==> config.mk <==
export PLATFORM = sky130hd
export DESIGN_NAME = sbc_ctrl
export DESIGN_NICKNAME = d
export VERILOG_FILES = /design/src/rtl/sbc_pkg.sv /design/src/rtl/sbc_ctrl.sv
export SDC_FILE = /design/constraint.sdc
export NUM_CORES = 1
export LEC_CHECK = 0
export BUFFER_PORTS_ARGS = -buffer_cell sky130_fd_sc_hd__buf_2
export CORE_MARGIN = 2
export CORE_UTILIZATION = 30
export DETAILED_ROUTE_END_ITERATION = 6
export GPL_ROUTABILITY_DRIVEN = 0
export PLACE_DENSITY = 0.55
export SETUP_SLACK_MARGIN = 0.15
export SYNTH_ARGS = -nofsm -noshare
export SYNTH_HDL_FRONTEND = slang
export SYNTH_SLANG_ARGS = --single-unit
==> constraint.sdc <==
create_clock -name clk -period 4.8 [get_ports clk]
set_input_delay 1.2 -clock clk [delete_from_list [all_inputs] [get_ports clk]]
set_output_delay 1.2 -clock clk [all_outputs]
set_load 0.03 [all_outputs]
==> src/rtl/sbc_pkg.sv <==
// Shared types, constants and round functions for the Serpent block cipher.
package sbc_pkg;

    localparam int ROUNDS_DEF  = 32;
    localparam int SUBKEYS_DEF = 33;
    localparam logic [31:0] GOLDEN_PHI = 32'h9e3779b9;

    localparam logic [1:0] CFG_KEY0 = 2'd0;
    localparam logic [1:0] CFG_KEY1 = 2'd1;
    localparam logic [1:0] CFG_KEY2 = 2'd2;
    localparam logic [1:0] CFG_KEY3 = 2'd3;
    localparam int CFG_IDX_W = 2;

    typedef struct packed {
        logic        mode;
        logic [63:0] block_low;
        logic [63:0] block_high;
    } in_item_t;

    typedef struct packed {
        logic [63:0] result_low;
        logic [63:0] result_high;
    } out_item_t;

    typedef struct packed {
        logic       load;
        logic       mode;
        logic [5:0] round;
        logic [5:0] rk_round;
        logic       final_step;
        logic       kx_load;
        logic       kx_step;
        logic [5:0] kx_idx;
    } dp_cmd_t;

    typedef logic [3:0] nib_t;

    function automatic nib_t sbox(input logic [2:0] b, input nib_t v);
        logic [63:0] row;
        case (b)
            3'd0: row = {4'd12,4'd9,4'd0,4'd7,4'd2,4'd4,4'd13,4'd14,
                         4'd11,4'd5,4'd6,4'd10,4'd1,4'd15,4'd8,4'd3};
            3'd1: row = {4'd4,4'd3,4'd13,4'd6,4'd8,4'd14,4'd11,4'd1,
                         4'd10,4'd5,4'd0,4'd9,4'd7,4'd2,4'd12,4'd15};
            3'd2: row = {4'd2,4'd5,4'd11,4'd0,4'd4,4'd14,4'd1,4'd13,
                         4'd15,4'd10,4'd12,4'd3,4'd9,4'd7,4'd6,4'd8};
            3'd3: row = {4'd14,4'd5,4'd7,4'd10,4'd4,4'd2,4'd1,4'd13,
                         4'd3,4'd6,4'd9,4'd12,4'd8,4'd11,4'd15,4'd0};
            3'd4: row = {4'd13,4'd7,4'd14,4'd9,4'd10,4'd4,4'd5,4'd2,
                         4'd6,4'd11,4'd0,4'd12,4'd3,4'd8,4'd15,4'd1};
            3'd5: row = {4'd1,4'd7,4'd6,4'd13,4'd8,4'd14,4'd3,4'd0,
                         4'd12,4'd9,4'd10,4'd4,4'd11,4'd2,4'd5,4'd15};
            3'd6: row = {4'd0,4'd10,4'd3,4'd13,4'd15,4'd1,4'd9,4'd14,
                         4'd11,4'd6,4'd4,4'd8,4'd5,4'd12,4'd2,4'd7};
            default: row = {4'd6,4'd5,4'd3,4'd9,4'd10,4'd12,4'd4,4'd7,
                            4'd11,4'd2,4'd8,4'd14,4'd0,4'd15,4'd13,4'd1};
        endcase
        return row[v*4 +: 4];
    endfunction

    function automatic nib_t inv_sbox(input logic [2:0] b, input nib_t v);
        nib_t r;
        r = 4'd0;
        for (int i = 0; i < 16; i++)
        begin
            if (sbox(b, 4'(i)) == v)
            begin
                r = 4'(i);
            end
        end
        return r;
    endfunction

    function automatic logic [127:0] box128(input logic [127:0] x, input logic [2:0] b,
                                           input logic inv);
        logic [127:0] y;
        nib_t n, o;
        y = '0;
        for (int j = 0; j < 32; j++)
        begin
            n = {x[96+j], x[64+j], x[32+j], x[j]};
            o = inv ? inv_sbox(b, n) : sbox(b, n);
            y[j] = o[0];
            y[32+j] = o[1];
            y[64+j] = o[2];
            y[96+j] = o[3];
        end
        return y;
    endfunction

    function automatic logic [31:0] rotl(input logic [31:0] v, input int r);
        return (v << r) | (v >> (32 - r));
    endfunction

    function automatic logic [127:0] lin_fwd(input logic [127:0] x);
        logic [31:0] a, b, c, d;
        a = x[31:0]; b = x[63:32]; c = x[95:64]; d = x[127:96];
        a = rotl(a, 13);
        c = rotl(c, 3);
        b = b ^ a ^ c;
        d = d ^ c ^ (a << 3);
        b = rotl(b, 1);
        d = rotl(d, 7);
        a = a ^ b ^ d;
        c = c ^ d ^ (b << 7);
        a = rotl(a, 5);
        c = rotl(c, 22);
        return {d, c, b, a};
    endfunction

    function automatic logic [127:0] lin_inv(input logic [127:0] x);
        logic [31:0] a, b, c, d;
        a = x[31:0]; b = x[63:32]; c = x[95:64]; d = x[127:96];
        c = rotl(c, 10);
        a = rotl(a, 27);
        c = c ^ d ^ (b << 7);
        a = a ^ b ^ d;
        d = rotl(d, 25);
        b = rotl(b, 31);
        d = d ^ c ^ (a << 3);
        b = b ^ a ^ c;
        c = rotl(c, 29);
        a = rotl(a, 19);
        return {d, c, b, a};
    endfunction

endpackage

==> src/rtl/sbc_ctrl.sv <==
// Controller sequencing key expansion and the rounds of one item.
module sbc_ctrl #(
    parameter int ROUNDS  = sbc_pkg::ROUNDS_DEF,
    parameter int SUBKEYS = sbc_pkg::SUBKEYS_DEF
) (
    input  logic             clk,
    input  logic             rst_n,
    input  logic             start,
    input  logic             mode,
    input  logic             key_write,
    output logic             busy,
    output logic             done,
    output sbc_pkg::dp_cmd_t cmd
);

    typedef enum logic [3:0] {
        ST_IDLE = 4'b0001,
        ST_KEX  = 4'b0010,
        ST_RUN  = 4'b0100,
        ST_FIN  = 4'b1000
    } state_t;

    localparam int KX_STEPS = 4 * SUBKEYS;

    state_t      state_reg, state_next;
    logic [7:0]  cnt_reg, cnt_next;
    logic [5:0]  round_reg, round_next;
    logic        mode_reg, mode_next;
    logic        ready_reg, ready_next;

    always_ff @(posedge clk or negedge rst_n)
    begin
        if (!rst_n)
        begin
            state_reg <= ST_IDLE;
            cnt_reg   <= '0;
            round_reg <= '0;
            mode_reg  <= 1'b0;
            ready_reg <= 1'b0;
        end
        else
        begin
            state_reg <= state_next;
            cnt_reg   <= cnt_next;
            round_reg <= round_next;
            mode_reg  <= mode_next;
            ready_reg <= ready_next;
        end
    end

    always_comb
    begin
        state_next = state_reg;
        cnt_next   = cnt_reg;
        round_next = round_reg;
        mode_next  = mode_reg;
        ready_next = ready_reg;
        cmd        = '0;
        cmd.mode   = mode_reg;
        cmd.round  = round_reg;
        cmd.kx_idx = cnt_reg[7:2];
        done       = 1'b0;
        case (state_reg)
            ST_IDLE:
            begin
                if (key_write)
                begin
                    ready_next = 1'b0;
                end
                if (start)
                begin
                    cmd.load  = 1'b1;
                    cmd.mode  = mode;
                    mode_next = mode;
                    round_next = mode ? 6'(ROUNDS - 1) : 6'd0;
                    cnt_next  = '0;
                    cmd.kx_load = !ready_reg;
                    state_next = ready_reg ? ST_RUN : ST_KEX;
                end
            end
            ST_KEX:
            begin
                // one step past the last prekey word lets the last subkey reach the reads
                cmd.kx_step = 1'b1;
                cnt_next = cnt_reg + 8'd1;
                if (cnt_reg == 8'(KX_STEPS))
                begin
                    ready_next = 1'b1;
                    state_next = ST_RUN;
                end
            end
            ST_RUN:
            begin
                cmd.final_step = 1'b0;
                if (mode_reg)
                begin
                    if (round_reg == 6'd0)
                    begin
                        state_next = ST_FIN;
                    end
                    else
                    begin
                        round_next = round_reg - 6'd1;
                    end
                end
                else
                begin
                    if (round_reg == 6'(ROUNDS - 1))
                    begin
                        state_next = ST_FIN;
                    end
                    else
                    begin
                        round_next = round_reg + 6'd1;
                    end
                end
            end
            ST_FIN:
            begin
                cmd.final_step = 1'b1;
                done = 1'b1;
                state_next = ST_IDLE;
            end
            default:
            begin
                state_next = ST_IDLE;
            end
        endcase
        cmd.rk_round = round_next;
    end

    assign busy = (state_reg != ST_IDLE);

endmodule

## Yosys cells after proc, flatten, opt, wreduce, memory -nomap -nowiden

Index checks and enable logic that the tools add are counted.
Widths: inputs -> output; s select.

| word-level totals | value |
|---|---|
| input bits | 5 |
| bits in read-only memories | 0 |
| memories kept | 0 |
| RAM bits | 0 |
| word-level logic and storage cells | 51 |
| register bits after elaboration | 20 |
| bits in latches | 0 |
| output and inout port bits | 25 |

| cells by class | value |
|---|---|
| shifts and indexed selects | 0 |
| reduce and logical (&&, ||, !) cells | 7 |
| bitwise gates (word level) | 0 |
| equality and inequality tests | 12 |
| $add $sub $neg | 3 |
| div/mod/pow operators | 0 |
| multiply operators | 0 |
| multiplexer cells | 24 |
| magnitude comparators | 0 |

Operators with widths:

| kind | count |
|---|---|
| $mux 6 | 4 |
| $mux 4 | 5 |
| $pmux 8 s2 | 1 |
| $pmux 4 s3 | 1 |
| $pmux 6 s2 | 1 |
| $add 8x1->8 const B | 1 |
| $eq 8x8->1 const B | 1 |
| $mux 8 | 1 |
| $add 6x1->6 const B | 1 |
| $eq 6x5->1 const B | 1 |
| $logic_not 6->1 | 1 |
| $mux 1 | 6 |
| $ne 2x2->1 const B | 3 |
| $ne 3x3->1 const B | 2 |
| $sub 6x1->6 const B | 1 |
| $mux 5 | 1 |
| $eq 4x1->1 const B | 1 |
| $eq 4x2->1 const B | 1 |
| $eq 4x3->1 const B | 1 |
| $eq 4x4->1 const B | 1 |
| $mux 2 | 2 |
| $ne 4x1->1 const B | 1 |
| $reduce_and 2->1 | 2 |
| $reduce_and 4->1 | 1 |
| other kinds (5) | 5 |

## Logic depth before layout (Yosys ltp)

| logic depth | value |
|---|---|
| depth in word-level cells | 4 |
| mapped depth | 7 |
| gate-level depth less buffers | 6 |

## Worst setup path after synthesis

No wires, ideal clock.

| timing | value |
|---|---|
| path kind | reg2out |
| start point | register round_reg[1] |
| end point | output port cmd[13] (netlist name) |
| arrival time | 2.170 ns |
| stages on the path, launching flop included | 7 |
| buffers on the path | 0 |
| data required time | 3.600 ns |
| slack | 1.430 ns |
| path through | dfrtp_1 > inv_1 > ha_1 > nor2b_1 > and3b_1 > mux4_2 > a221o_1 |

RTL lines:

| what | line | RTL |
|---|---|---|
| start: declaration | sbc_ctrl.sv:27 | `logic [5:0] round_reg, round_next;` |
| start signal: assignment | sbc_ctrl.sv:45 | `round_reg <= round_next;` |
| end: declaration | sbc_ctrl.sv:13 | `output sbc_pkg::dp_cmd_t cmd` |

==> summary.txt <==
Number of synthesized register bits: 20
Clock transition at path regs: 80 ps
Reg-to-reg endpoint: round_reg[4]$_DFF_PN0_
Antenna violations before repair: 0
Endpoint class of the critical path: output pin
Die W: 71.4 microns
Register Area: 502 sq um
Maxcap violations: 0
Buffers and inverters on the worst path: 2
Critical Path Stages: 7
Clock Latency Late Sink: 270 ps
DRC Markers: 0
Hold Vio Cnt, Final: 0
Worst hold endpoint: cnt_reg[7]$_DFFE_PN0P_
IO Port Bufs: 29
Kind of critical path: reg -> out
Via-to-Cell Ratio: 5.24
Post-route setup slack: 1070 ps
Relative slew slack: 0.287
Total number of vias: 1,185
NumNets Final: 185
Row cnt: 24
Largest net degree at the start of global routing: 21
Hold Crit Start: cnt_reg[7]$_DFFE_PN0P_
Critical Path RT: 3600 ps
Share of layout cells above drive strength 1: 0.230
Die Ht: 71.4 microns
Post-synthesis async set-or-reset flop share: 1.00
Max Buffers Root-to-Sink: 2
Fmax: 268 MHz
Post-Syn Instances: 155
Core area: 0.00435 sq mm
Multi-input combinational cell area: 741 sq um
Max stage delay on crit path: 480 ps
Largest fanout on the critical path: 8
First-pass GRT wire length: 5580 microns
H-tree Lvls: 1
FF-to-FF path depth: 6
Critical Path AT: 2530 ps
Main synth FF type: dfrtp_1
Total global routing overflow: 0
Number of synthesized flops with an enable pin: 0
Dpl ws: 1250 ps
Net count after synthesis: 165
Yosys warns: 0
Commonest non-fill, non-tap cell in the layout: buf_2
Power per standard cell area: 661 mW/mm^2
Sequential fraction of the synthesis area: 0.368
Setup violators final: 0
DRT iter0 DRCs: 49
Largest register FFs: 8
Syn_area_per_cell: 8.79 sq um
I/O pin total: 30
TritonCTS Buffers: 3
TNS Setup: 0 ps
Gr usage total: 0.135
Critical-path cell list: inv_1, ha_1, nor2b_1, and3b_1, mux4_2, a221o_1, buf_2
Crit path time final: 3730 ps
Fin crit share: 0.776
Most frequent cells in the layout: 29 x buf_2, 19 x dfrtp_1, 13 x nand2_1
Worst IR Drop VDD: 286 uV
Syn Std Cell Area: 0.00136 sq mm
Status: completed
CTS tree: built
Remaining antenna violation count: 0
Cts hold-fix bufs: 0
Initial Utilization: 0.313
Top delay family on crit path: simple AND/OR/NAND/NOR gates
Vias in the first global route: 1,112
Area grow syn2layout: 13.2%
Lkg Pwr: 0.726 nW
Critical Path Source Type: flip-flop
RR Startpoint: round_reg[1]$_DFF_PN0_
Detailed Routing Iterations Pass 1: 5
Hold crit path type: reg -> reg
Post-DP HPWL: 2390 microns
Post-CTS Resized: 0
Hold WS: 522 ps
Die area: 0.00510 sq mm
Slowest cell on crit path: dfrtp_1
WL/cell: 14.4 microns
Total Wirelength: 3250 microns
Synth unique cells: 47
Post-CTS Setup Bufs: 0
Worst Max-Slew Pin Slew: 1050 ps
Inserted Diodes: 0
Flop2flop setup slack: 2590 ps
Unrepaired setup endpoints after global routing: no
WHS Path Cells: 1
Fill count: 457
Clock Skew: 11.0 ps
Clock sinks: 20
Slew Limit Fails: 0
Root Buffer: clkbuf_8
logic make-up after synthesis:
group / synth area share
AOI/OAI and AO/OA: 0.191
muxes: 0.0386
and+or+nand+nor: 0.242
xor gates and xnor gates: 0.0257
DFF: 0.368
adders and majority gates: 0.0459
buffers and inverters: 0.0882
power breakdown:
| group | switching (W) | total [W] | internal [W] |
|---|---|---|---|
| Clock | 0.0000589 | 0.000132 | 0.0000731 |
| Sequential | 0.0000992 | 0.000315 | 0.000215 |
| Combinational | 0.000376 | 0.000573 | 0.000197 |
| Total | 0.000534 | 0.00102 | 0.000486 |
synthesized netlist by cell type (2+ instances only):
cell,n,area [sq um]
nor4b_1,2,17.5
a21boi_0,2,15.0
buf_2,2,10.0
or3_1,2,12.5
mux2i_1,3,30.0
o21ai_0,12,60.1
o31ai_1,2,15.0
and3_1,3,18.8
clkbuf_1,4,15.0
ha_1,5,62.6
buf_4,8,60.1
xor2_1,3,26.3
o21a_1,2,15.0
nor2_1,9,33.8
a21oi_1,10,50.1
nand3b_1,4,30.0
inv_1,8,30.0
nor3_1,3,15.0
a21o_1,2,15.0
o22ai_1,2,12.5
nand2_1,13,48.8
nand3_1,10,50.1
dfrtp_1,19,475
a31oi_1,2,12.5
worst reg2reg max path, cell delays in order (launching register included):
cell	delay, ps
dfrtp_1	480
inv_1	140
ha_1	160
nor2b_1	280
and3b_1	210
mux4_2	440
a221o_1	380
layer usage:
metal	vias to the layer above	share of wire	track usage	wire length [microns]
met4	0	0.0068	0.0252	22
li1	593	-	-	-
met2	33	0.47	0.213	1530
met5	-	0	0	0
met3	4	0.052	0.0309	169
met1	555	0.47	0.192	1520
final cells by class:
cell class	instances	share of cell area
timing repair buffer	29	0.0941
tap	52	0.0422
sequential	20	0.325
multi-input combinational	112	0.480
clock buffer	4	0.0357
inverter	9	0.0227
worst max path at each step:
stage	startpoint	to	slack, ps
2_1_floorplan	round_reg[1]$_DFF_PN0_	cmd[13]	1430
3_3_place_gp	start	cmd[9]	1240
3_5_place_dp	start	cmd[9]	1250
4_1_cts	round_reg[1]$_DFF_PN0_	cmd[13]	1050
5_1_grt	round_reg[1]$_DFF_PN0_	cmd[13]	850
6_report	round_reg[1]$_DFF_PN0_	cmd[13]	1070
stage by stage:
step	total power, W	util	cell area, sq um	cells
global placement	0.000890	0.342	1490	222
floorplan	0.000740	-	1360	155
finish	0.00102	0.354	1540	226
detailed placement	0.000893	0.342	1490	222
global route	0.00111	0.354	1540	226
CTS	0.00103	0.354	1540	226
(Power assumes the default switching activity.)
